[config.mk]
export PLATFORM = sky130hd
export DESIGN_NAME = group_then_value_rank_assign_unit
export DESIGN_NICKNAME = d
export VERILOG_FILES = /design/src/rgv_pkg.sv /design/src/rgv_ctrl.sv /design/src/rgv_datapath.sv /design/src/group_then_value_rank_assign_unit.sv
export SDC_FILE = /design/constraint.sdc
export NUM_CORES = 2
export LEC_CHECK = 0
export BUFFER_PORTS_ARGS = -buffer_cell sky130_fd_sc_hd__buf_2
export CORE_MARGIN = 2
export CORE_UTILIZATION = 59
export CTS_CLUSTER_DIAMETER = 80
export DETAILED_ROUTE_END_ITERATION = 6
export MAX_ROUTING_LAYER = met4
export PLACE_DENSITY = 0.75
export SETUP_SLACK_MARGIN = 0.3
export SYNTH_ARGS = -nofsm -noshare
export SYNTH_HDL_FRONTEND = slang
export SYNTH_SLANG_ARGS = --single-unit
[constraint.sdc]
create_clock -name aclk -period 6.03 [get_ports aclk]
set_input_delay 1.206 -clock aclk [delete_from_list [all_inputs] [get_ports aclk]]
set_output_delay 1.206 -clock aclk [all_outputs]
set_load 0.01 [all_outputs]
[src/rgv_pkg.sv]
// ----------------------------------------------------------------------------
// rgv_pkg
// Shared types and constants for the group-then-value rank assignment unit.
// ----------------------------------------------------------------------------
package rgv_pkg;

    localparam int VALUE_W    = 7;
    localparam int KEY_W      = 8;
    localparam int RANK_W     = 7;
    localparam int GROUP_SIZE = 8;
    localparam int PART_W     = 4;

    typedef enum logic [1:0] {
        ST_LOAD,
        ST_RANK,
        ST_EMIT
    } rgv_state_t;

    typedef struct packed {
        logic load;
        logic rank_wr;
        logic emit;
    } rgv_cmd_t;

    typedef struct packed {
        logic close_set;
        logic emit_last;
    } rgv_sts_t;

endpackage

[src/rgv_ctrl.sv]
// ----------------------------------------------------------------------------
// rgv_ctrl
// Sequencer: load an item, fold its rank, and after the set closes stream
// the ranks out in arrival order.
// ----------------------------------------------------------------------------
module rgv_ctrl (
    input  logic              aclk,
    input  logic              aresetn,
    input  logic              s_tvalid,
    output logic              s_tready,
    output logic              m_tvalid,
    input  logic              m_tready,
    input  rgv_pkg::rgv_sts_t sts,
    output rgv_pkg::rgv_cmd_t cmd
);

    rgv_pkg::rgv_state_t state_reg, state_next;

    always_ff @(posedge aclk) begin
        if (!aresetn) begin
            state_reg <= rgv_pkg::ST_LOAD;
        end else begin
            state_reg <= state_next;
        end
    end

    always_comb begin
        state_next = state_reg;
        unique case (state_reg)
            rgv_pkg::ST_LOAD: begin
                if (s_tvalid) begin
                    state_next = rgv_pkg::ST_RANK;
                end
            end
            rgv_pkg::ST_RANK: begin
                state_next = sts.close_set ? rgv_pkg::ST_EMIT : rgv_pkg::ST_LOAD;
            end
            rgv_pkg::ST_EMIT: begin
                if (m_tready && sts.emit_last) begin
                    state_next = rgv_pkg::ST_LOAD;
                end
            end
            default: begin
                state_next = rgv_pkg::ST_LOAD;
            end
        endcase
    end

    always_comb begin
        s_tready    = 1'b0;
        m_tvalid    = 1'b0;
        cmd.load    = 1'b0;
        cmd.rank_wr = 1'b0;
        cmd.emit    = 1'b0;
        unique case (state_reg)
            rgv_pkg::ST_LOAD: begin
                s_tready = 1'b1;
                cmd.load = s_tvalid;
            end
            rgv_pkg::ST_RANK: begin
                cmd.rank_wr = 1'b1;
            end
            rgv_pkg::ST_EMIT: begin
                m_tvalid = 1'b1;
                cmd.emit = m_tready;
            end
            default: begin
                s_tready = 1'b0;
            end
        endcase
    end

endmodule

[src/rgv_datapath.sv]
// ----------------------------------------------------------------------------
// rgv_datapath
// Row of compare cells, one per item. Each cell holds a key and a running
// rank; a new key bumps every stored cell ordering after it, and its own rank
// comes from a registered count of the cells ordering at or before it.
// ----------------------------------------------------------------------------
module rgv_datapath #(
    parameter int MAX_ITEMS = 64
) (
    input  logic                         aclk,
    input  logic                         aresetn,
    input  rgv_pkg::rgv_cmd_t            cmd,
    output rgv_pkg::rgv_sts_t            sts,
    input  logic [rgv_pkg::VALUE_W-1:0]  item_value,
    input  logic                         group_flag,
    input  logic                         last_item,
    output logic [rgv_pkg::RANK_W-1:0]   new_rank,
    output logic                         last_rank
);

    localparam int IDX_W = (MAX_ITEMS > 1) ? $clog2(MAX_ITEMS) : 1;
    localparam int CNT_W = $clog2(MAX_ITEMS + 1);
    localparam int NG    = (MAX_ITEMS + rgv_pkg::GROUP_SIZE - 1) / rgv_pkg::GROUP_SIZE;
    localparam int PAD_W = NG * rgv_pkg::GROUP_SIZE;

    logic [rgv_pkg::KEY_W-1:0]  key_reg  [MAX_ITEMS];
    logic [CNT_W-1:0]           rank_reg [MAX_ITEMS];
    logic [rgv_pkg::PART_W-1:0] part_reg [NG];
    logic [rgv_pkg::PART_W-1:0] part_next[NG];
    logic [CNT_W-1:0]           count_reg;
    logic [CNT_W-1:0]           emit_idx_reg;
    logic [IDX_W-1:0]           widx_reg;
    logic                       last_reg;

    logic [rgv_pkg::KEY_W-1:0]  new_key;
    logic [MAX_ITEMS-1:0]       le_vec;
    logic [MAX_ITEMS-1:0]       gt_vec;
    logic [PAD_W-1:0]           le_pad;
    logic [CNT_W-1:0]           rank_sum;

    assign new_key = {group_flag, item_value};

    always_comb begin
        for (int i = 0; i < MAX_ITEMS; i++) begin
            le_vec[i] = (CNT_W'(i) < count_reg) && (key_reg[i] <= new_key);
            gt_vec[i] = (CNT_W'(i) < count_reg) && (key_reg[i] > new_key);
        end
        le_pad = PAD_W'(le_vec);
    end

    always_comb begin
        for (int g = 0; g < NG; g++) begin
            part_next[g] = '0;
            for (int b = 0; b < rgv_pkg::GROUP_SIZE; b++) begin
                part_next[g] = part_next[g]
                             + rgv_pkg::PART_W'(le_pad[g * rgv_pkg::GROUP_SIZE + b]);
            end
        end
    end

    always_comb begin
        rank_sum = CNT_W'(1);
        for (int g = 0; g < NG; g++) begin
            rank_sum = rank_sum + CNT_W'(part_reg[g]);
        end
    end

    always_ff @(posedge aclk) begin
        if (cmd.load) begin
            key_reg[count_reg[IDX_W-1:0]] <= new_key;
            widx_reg                      <= count_reg[IDX_W-1:0];
            for (int g = 0; g < NG; g++) begin
                part_reg[g] <= part_next[g];
            end
        end
    end

    for (genvar i = 0; i < MAX_ITEMS; i++) begin : g_cell
        always_ff @(posedge aclk) begin
            priority if (cmd.emit) begin
                if (i == MAX_ITEMS - 1) begin
                    rank_reg[i] <= '0;
                end else begin
                    rank_reg[i] <= rank_reg[(i + 1) % MAX_ITEMS];
                end
            end else if (cmd.load && gt_vec[i]) begin
                rank_reg[i] <= rank_reg[i] + CNT_W'(1);
            end else if (cmd.rank_wr && (widx_reg == IDX_W'(i))) begin
                rank_reg[i] <= rank_sum;
            end else begin
                rank_reg[i] <= rank_reg[i];
            end
        end
    end

    always_ff @(posedge aclk) begin
        if (!aresetn) begin
            count_reg    <= '0;
            emit_idx_reg <= '0;
            last_reg     <= 1'b0;
        end else begin
            if (cmd.load) begin
                count_reg <= count_reg + CNT_W'(1);
                last_reg  <= last_item;
            end
            if (cmd.emit) begin
                if (sts.emit_last) begin
                    count_reg    <= '0;
                    emit_idx_reg <= '0;
                end else begin
                    emit_idx_reg <= emit_idx_reg + CNT_W'(1);
                end
            end
        end
    end

    assign sts.close_set = last_reg || (count_reg == CNT_W'(MAX_ITEMS));
    assign sts.emit_last = (emit_idx_reg == count_reg - CNT_W'(1));

    assign new_rank  = rgv_pkg::RANK_W'(rank_reg[0]);
    assign last_rank = sts.emit_last;

    a_count_bound: assert property (@(posedge aclk) disable iff (!aresetn)
        count_reg <= CNT_W'(MAX_ITEMS))
        else $error("item count beyond capacity");

    a_no_load_full: assert property (@(posedge aclk) disable iff (!aresetn)
        cmd.load |-> count_reg < CNT_W'(MAX_ITEMS))
        else $error("item loaded into a full cell row");

    a_rank_range: assert property (@(posedge aclk) disable iff (!aresetn)
        cmd.rank_wr |-> (rank_sum != '0) && (rank_sum <= count_reg))
        else $error("computed rank outside the set");

    a_emit_clears: assert property (@(posedge aclk) disable iff (!aresetn)
        cmd.emit && sts.emit_last |=> count_reg == '0 && emit_idx_reg == '0)
        else $error("set not cleared after final rank");

endmodule

[src/group_then_value_rank_assign_unit.sv]
// ----------------------------------------------------------------------------
// group_then_value_rank_assign_unit
// Ranks a set of items by group flag, then by value (stable on ties), and
// returns the ranks in arrival order.
// ----------------------------------------------------------------------------
// For each input transfer, the accept cycle compares the new key against every
// stored cell and registers per-group counts, and the next cycle adds those
// counts into the new item's rank. A set closes on tlast or when MAX_ITEMS
// items are held; its ranks then stream out one transfer per cycle while
// m_tready is high, from the head of the cell row, with tlast on the final
// one. No input is taken while a set is streaming out.
module group_then_value_rank_assign_unit #(
    parameter int MAX_ITEMS = 64
) (
    input  logic       aclk,
    input  logic       aresetn,
    input  logic       s_tvalid,
    output logic       s_tready,
    input  logic [7:0] s_tdata,   // [6:0] item_value, [7] unused
    input  logic       s_tuser,   // group_flag
    input  logic       s_tlast,   // last_item
    output logic       m_tvalid,
    input  logic       m_tready,
    output logic [7:0] m_tdata,   // [6:0] new_rank, [7] zero
    output logic       m_tlast    // last_rank
);

    rgv_pkg::rgv_cmd_t cmd;
    rgv_pkg::rgv_sts_t sts;
    logic [rgv_pkg::RANK_W-1:0] new_rank;

    rgv_ctrl u_ctrl (
        .aclk     (aclk),
        .aresetn  (aresetn),
        .s_tvalid (s_tvalid),
        .s_tready (s_tready),
        .m_tvalid (m_tvalid),
        .m_tready (m_tready),
        .sts      (sts),
        .cmd      (cmd)
    );

    rgv_datapath #(
        .MAX_ITEMS (MAX_ITEMS)
    ) u_datapath (
        .aclk       (aclk),
        .aresetn    (aresetn),
        .cmd        (cmd),
        .sts        (sts),
        .item_value (s_tdata[rgv_pkg::VALUE_W-1:0]),
        .group_flag (s_tuser),
        .last_item  (s_tlast),
        .new_rank   (new_rank),
        .last_rank  (m_tlast)
    );

    assign m_tdata = {1'b0, new_rank};

endmodule
Yosys cells after proc, flatten, opt, wreduce, memory -nomap -nowiden. Memory sizes are Yosys's and may differ from the RTL's. Cells that the tools add are included.

Register bits after elaboration: 23. Memories kept: 3. RAM bits: 992. Input bits: 14.

Memories: u_datapath.key_reg (depth 64, bits a word 8, rd ports 64, clocked after memory_dff 0, write ports 1, line rgv_datapath.sv:26) `logic [rgv_pkg::KEY_W-1:0] key_reg [MAX_ITEMS];`; u_datapath.rank_reg (depth 64, bits a word 7, rd ports 64, clocked after memory_dff 0, write ports 64, line rgv_datapath.sv:27) `logic [CNT_W-1:0] rank_reg [MAX_ITEMS];`; u_datapath.part_reg (depth 8, bits a word 4, rd ports 8, clocked after memory_dff 0, write ports 8, line rgv_datapath.sv:28) `logic [rgv_pkg::PART_W-1:0] part_reg [NG];`.

Multiplexer cells: 913. Bitwise operators: 192. Equal/unequal tests: 69. Reductions and logical operators: 261. Magnitude comparators: 192. Add/sub/neg operators: 131.

Operators by type and width (number): two-way mux 7 bit (196); two-way mux 1 bit (713); > comparator 8 bit (64); <= comparator 8 bit (64); adder 7 x 1 -> 7 bit (second input constant) (66); logical AND 1 bit (257); < comparator 6 x 7 -> 1 bit (first input constant) (32); adder 4 x 1 -> 4 bit (48); == test 6 bit (second input constant) (32); OR 1 bit (192); < comparator 5 x 7 -> 1 bit (first input constant) (16); == test 6 x 5 -> 1 bit (second input constant) (16); < comparator 4 x 7 -> 1 bit (first input constant) (8); adder 7 x 4 -> 7 bit (7); == test 6 x 4 -> 1 bit (second input constant) (8); < comparator 3 x 7 -> 1 bit (first input constant) (4); == test 6 x 3 -> 1 bit (second input constant) (4); adder 1 x 1 -> 2 bit (8); < comparator 1 x 7 -> 1 bit (first input constant) (2); < comparator 2 x 7 -> 1 bit (first input constant) (2); == test 6 x 2 -> 1 bit (second input constant) (2); == test 7 bit (1); == test 7 bit (second input constant) (1); subtractor 7 x 1 -> 7 bit (second input constant) (1); 12 further kinds (14).

Longest topological paths before layout. An unclocked memory read counts as a cell.

Depth after elaboration: 11. Depth in mapped cells: 18. Gate-level depth less buffers: 18.

By module. A second synthesis with hierarchy kept.

Cells, all modules: 5293. Area total of the unflattened synthesis: 63568.5 um^2.

By module, submodules not included: rgv_datapath (times used 1, area an instance 63445.8 um^2, seq. area each 30269.0 um^2, cells an instance 5280); rgv_ctrl (times used 1, area an instance 111.4 um^2, seq. area each 40.0 um^2, cells an instance 11); group_then_value_rank_assign_unit (times used 1, area an instance 11.3 um^2, seq. area each 0.0 um^2, cells an instance 2).

Worst setup path after synthesis. No wires, ideal clock.

Path type: input to register. Start: input s_tdata[1]. End: memory u_datapath.part_reg[0][9] in the netlist's numbering, data pin. Setup time: 0.250 ns. Path buffers: 0. Stages on the path: 16. Arrival: 5.934 ns. Path slack: -0.154 ns. Required time: 5.780 ns. Cell sequence: inv_1 ha_1 nor2b_1 o211ai_1 a21oi_1 o21ai_1 and3_1 ha_1 inv_1 fa_1 inv_1 fa_1 inv_1 fa_1 fa_1 inv_1.

RTL lines: start: declaration (line group_then_value_rank_assign_unit.sv:19) `input logic [7:0] s_tdata,`; end: declaration (line rgv_datapath.sv:28).

==> flow_summary.toml <==
[min_path]
worst_hold_path_type = "reg2reg"

[power]
power.leakage_nw = 24.5
irDropWorstVdd_mv = 0.506
power_switching_mw = 6.00
switching_share_pct = 32.3
power_density_nw_per_um2 = 282
cellInternalPower_mw = 12.6
power_frac_clock_pct = 35.9
power_frac_seq_pct = 42.2
power_frac_comb_pct = 22.0

[routing]
routed_wl_um = 167000
num_vias = 44900
dr.first_iter.drc_count = 5002
routedWlPerCell_um = 24.5
drt-pass1-iter-count = 7
ant_nets = 0
viasPerCell = 6.58
route.detailed.drc = 0

[yosys]
synth_cell_types = 73
synth-edff-count = 998
seq_area_frac_synth_pct = 50.3
syn-cell-area_um2 = 60200
synth_flop_cell = "edfxtp_1"
syn_nets = 5990
ys_ff_latch = 1015
ys_warn_count = 0
syn-instance-count = 5306
syn_area_per_cell_um2 = 11.3
async_reset_ff_share_pct = 0

[floorplanning]
num_rows = 117
io_pins = 25
die_area_um2 = 105000
coreArea_um2 = 101000
start_util_pct = 59.3
die_y_um = 323
dieWidth_um = 323

[setup_path]
critPathLaunchType = "flip-flop"
crit_path_max_incr_delay_ns = 0.55
criticalPathCategory = "reg2reg"
crit_top_cell = "fa_1"
worst_setup_path_end_kind = "flip-flop"
cp.arrival_ns = 6.01
worstPathCellList = "ha_1 -> xor2_1 -> fa_1 -> fa_1 -> fa_1 -> inv_1 -> fa_1 -> inv_1 -> ha_1 -> inv_1 -> fa_4 -> xnor2_1 -> buf_4 -> nand2_1 -> o22ai_1"
worstPathRequired_ns = 6.56
worstPathMaxFanout = 15
cpMaxStageDelayCell = "fa_1"

[sta]
final.setup.worst_slack_ns = 0.546
setup_viol_count_final = 0
worst_slew_pin_slew_ns = 1.28
hold_viol = 0
period_share_pct = 90.9
finalMaxSlewViolations = 0
period_needed_ns = 5.48
fin_skew_ns = 0.0215
rsz0062_at_grt = "no"
clock.fmax_mhz = 182
fin_tns_setup_ns = 0
slew_headroom_pct = 13.9

[final_layout]
largest_reg_flops = 512
final_nets = 6053
syn_to_final_growth_pct = 9.44
layout-drive-gt1-share_pct = 8.74
fin_util_pct = 64.9
stdcell_area_um2 = 65900
fillers = 7589
seq_area_um2 = 30300
instances_no_fill = 6830
most-common-layout-cells = "998 x edfxtp_1, 610 x ha_1, 419 x nor2_1, 412 x nand3_1, 392 x nand2_1"
final_common_cell = "edfxtp_1"
multi_input_area_um2 = 28400

[placement]
dp_worst_setup_slack_ns = 0.391
port_buffers = 22
placedCellCount = 6625
routabilityCongestion = 0.935
dp_hpwl_um = 112000
place_area_um2 = 62400

[clock_network]
htree_levels = 3
clkSinkCount = 1015
cts_tree = "yes"
path_clk_slew_ns = 0.06
cts_setup_buffers = 0
hold_buffers = 0
cts_made_buffers = 110
ctsResizeCount = 0
root_buffer = "clkbuf_16"
clock_path_buffers = 3
clock_latency_ns = 0.72

[global_route]
grt_pass1_vias = 44000
track_usage_pct = 32.8
grt_start_max_net_pins = 65
antenna_found_initial = 3
grt_first_pass_wirelength_um = 253000
overflow = 0

[outcome]
status = "finished, final reports clean"

[job]
cap_violations = 0
==> area by class of cell <==
cell class / count / area share, %
clock buffers: 141 / 4.43
flip-flops and latches: 1015 / 46.0
well taps: 1368 / 2.60
multi-input cells: 3911 / 43.1
clock inverters: 62 / 0.847
inverters: 188 / 1.11
repair buffers: 143 / 1.88
diodes: 2 / 0.00760
==> metal layers <==
layer	global-route usage (%)	up-vias	part of all wire (%)
met4	13.8	0	4.6
met3	5.48	472	9.5
met2	52.0	2168	46
met5	-	-	0
li1	-	20400	-
met1	42.0	21900	39
==> worst max-delay path: cells and delay by family, from the launching register on <==
| family | cells | cell delay [ns] |
|---|---|---|
| adder cells (fa/ha/maj) | 7 | 2.89 |
| XOR/XNOR | 2 | 0.68 |
| buffers and inverters | 4 | 0.44 |
| AO/OA/AOI/OAI | 1 | 0.37 |
| AND/OR/NAND/NOR | 1 | 0.47 |
| flip-flops | 1 | 0.45 |
==> worst paths after layout <==
| check | from | endpoint | slack, ns | depth (start not counted) |
|---|---|---|---|---|
| min | u_datapath.last_reg | u_datapath.last_reg | 0.47 | 2 |
| max | u_datapath.part_reg[0][0] | u_datapath.rank_reg[0][67] | 0.55 | 15 |
| min reg2reg | u_datapath.last_reg | u_datapath.last_reg | 0.47 | 2 |
| max reg2reg | u_datapath.part_reg[0][0] | u_datapath.rank_reg[0][67] | 0.55 | 15 |
==> per-stage QoR <==
stage | power [mW] | hold slack [ns]
after floorplan | 9.74 | 0.431
after global placement | 11.9 | 0.452
after detailed placement | 11.9 | 0.462
after CTS | 18.5 | 0.470
after global routing | 19.0 | 0.521
final | 18.6 | 0.472
==> cell families after synthesis <==
logic type	synth area share, %
simple gates	12.8
compound gates	12.5
flops	50.3
fa+ha+maj	14.6
buf+inv	2.76
xor+xnor	5.08
mux	1.94
other cells	0.00623
==> cell usage after synthesis, drive strengths merged, types with 4 or more instances <==
library cell	n	share of area, %
edfxtp	998	50
ha	615	13
nor2	421	2.6
nand3	412	3.4
nand2	395	2.5
a21oi	291	2.4
xnor2	259	3.8
o21ai	225	2.0
inv	188	1.2
o22ai	163	1.7
o211ai	160	2.0
nand4	130	1.4
o221ai	124	1.8
mux2i	113	1.9
buf	108	1.1
a31o	99	1.4
xor2	89	1.3
clkbuf	84	0.52
nor2b	83	0.86
and3	69	0.72
fa	55	1.8
nor3	52	0.46
dfxtp	17	0.57
a21o	15	0.19
o21a	14	0.17
nor3b	13	0.16
and2	11	0.11
o21bai	11	0.14
or2	10	0.10
a211oi	9	0.11
nand2b	9	0.094
or3	7	0.073
o32ai	5	0.073
a31oi	4	0.042
==> power by group through the flow <==
stage | logic (mW) | clock network (mW) | registers [mW]
CTS | 3.99 | 6.67 | 7.82
global route | 4.21 | 6.94 | 7.83
detailed placement | 3.97 | 0 | 7.97
floorplan | 1.80 | 0 | 7.94
finish | 4.07 | 6.65 | 7.83
global placement | 3.92 | 0 | 7.97
(Power assumes the default switching activity.)
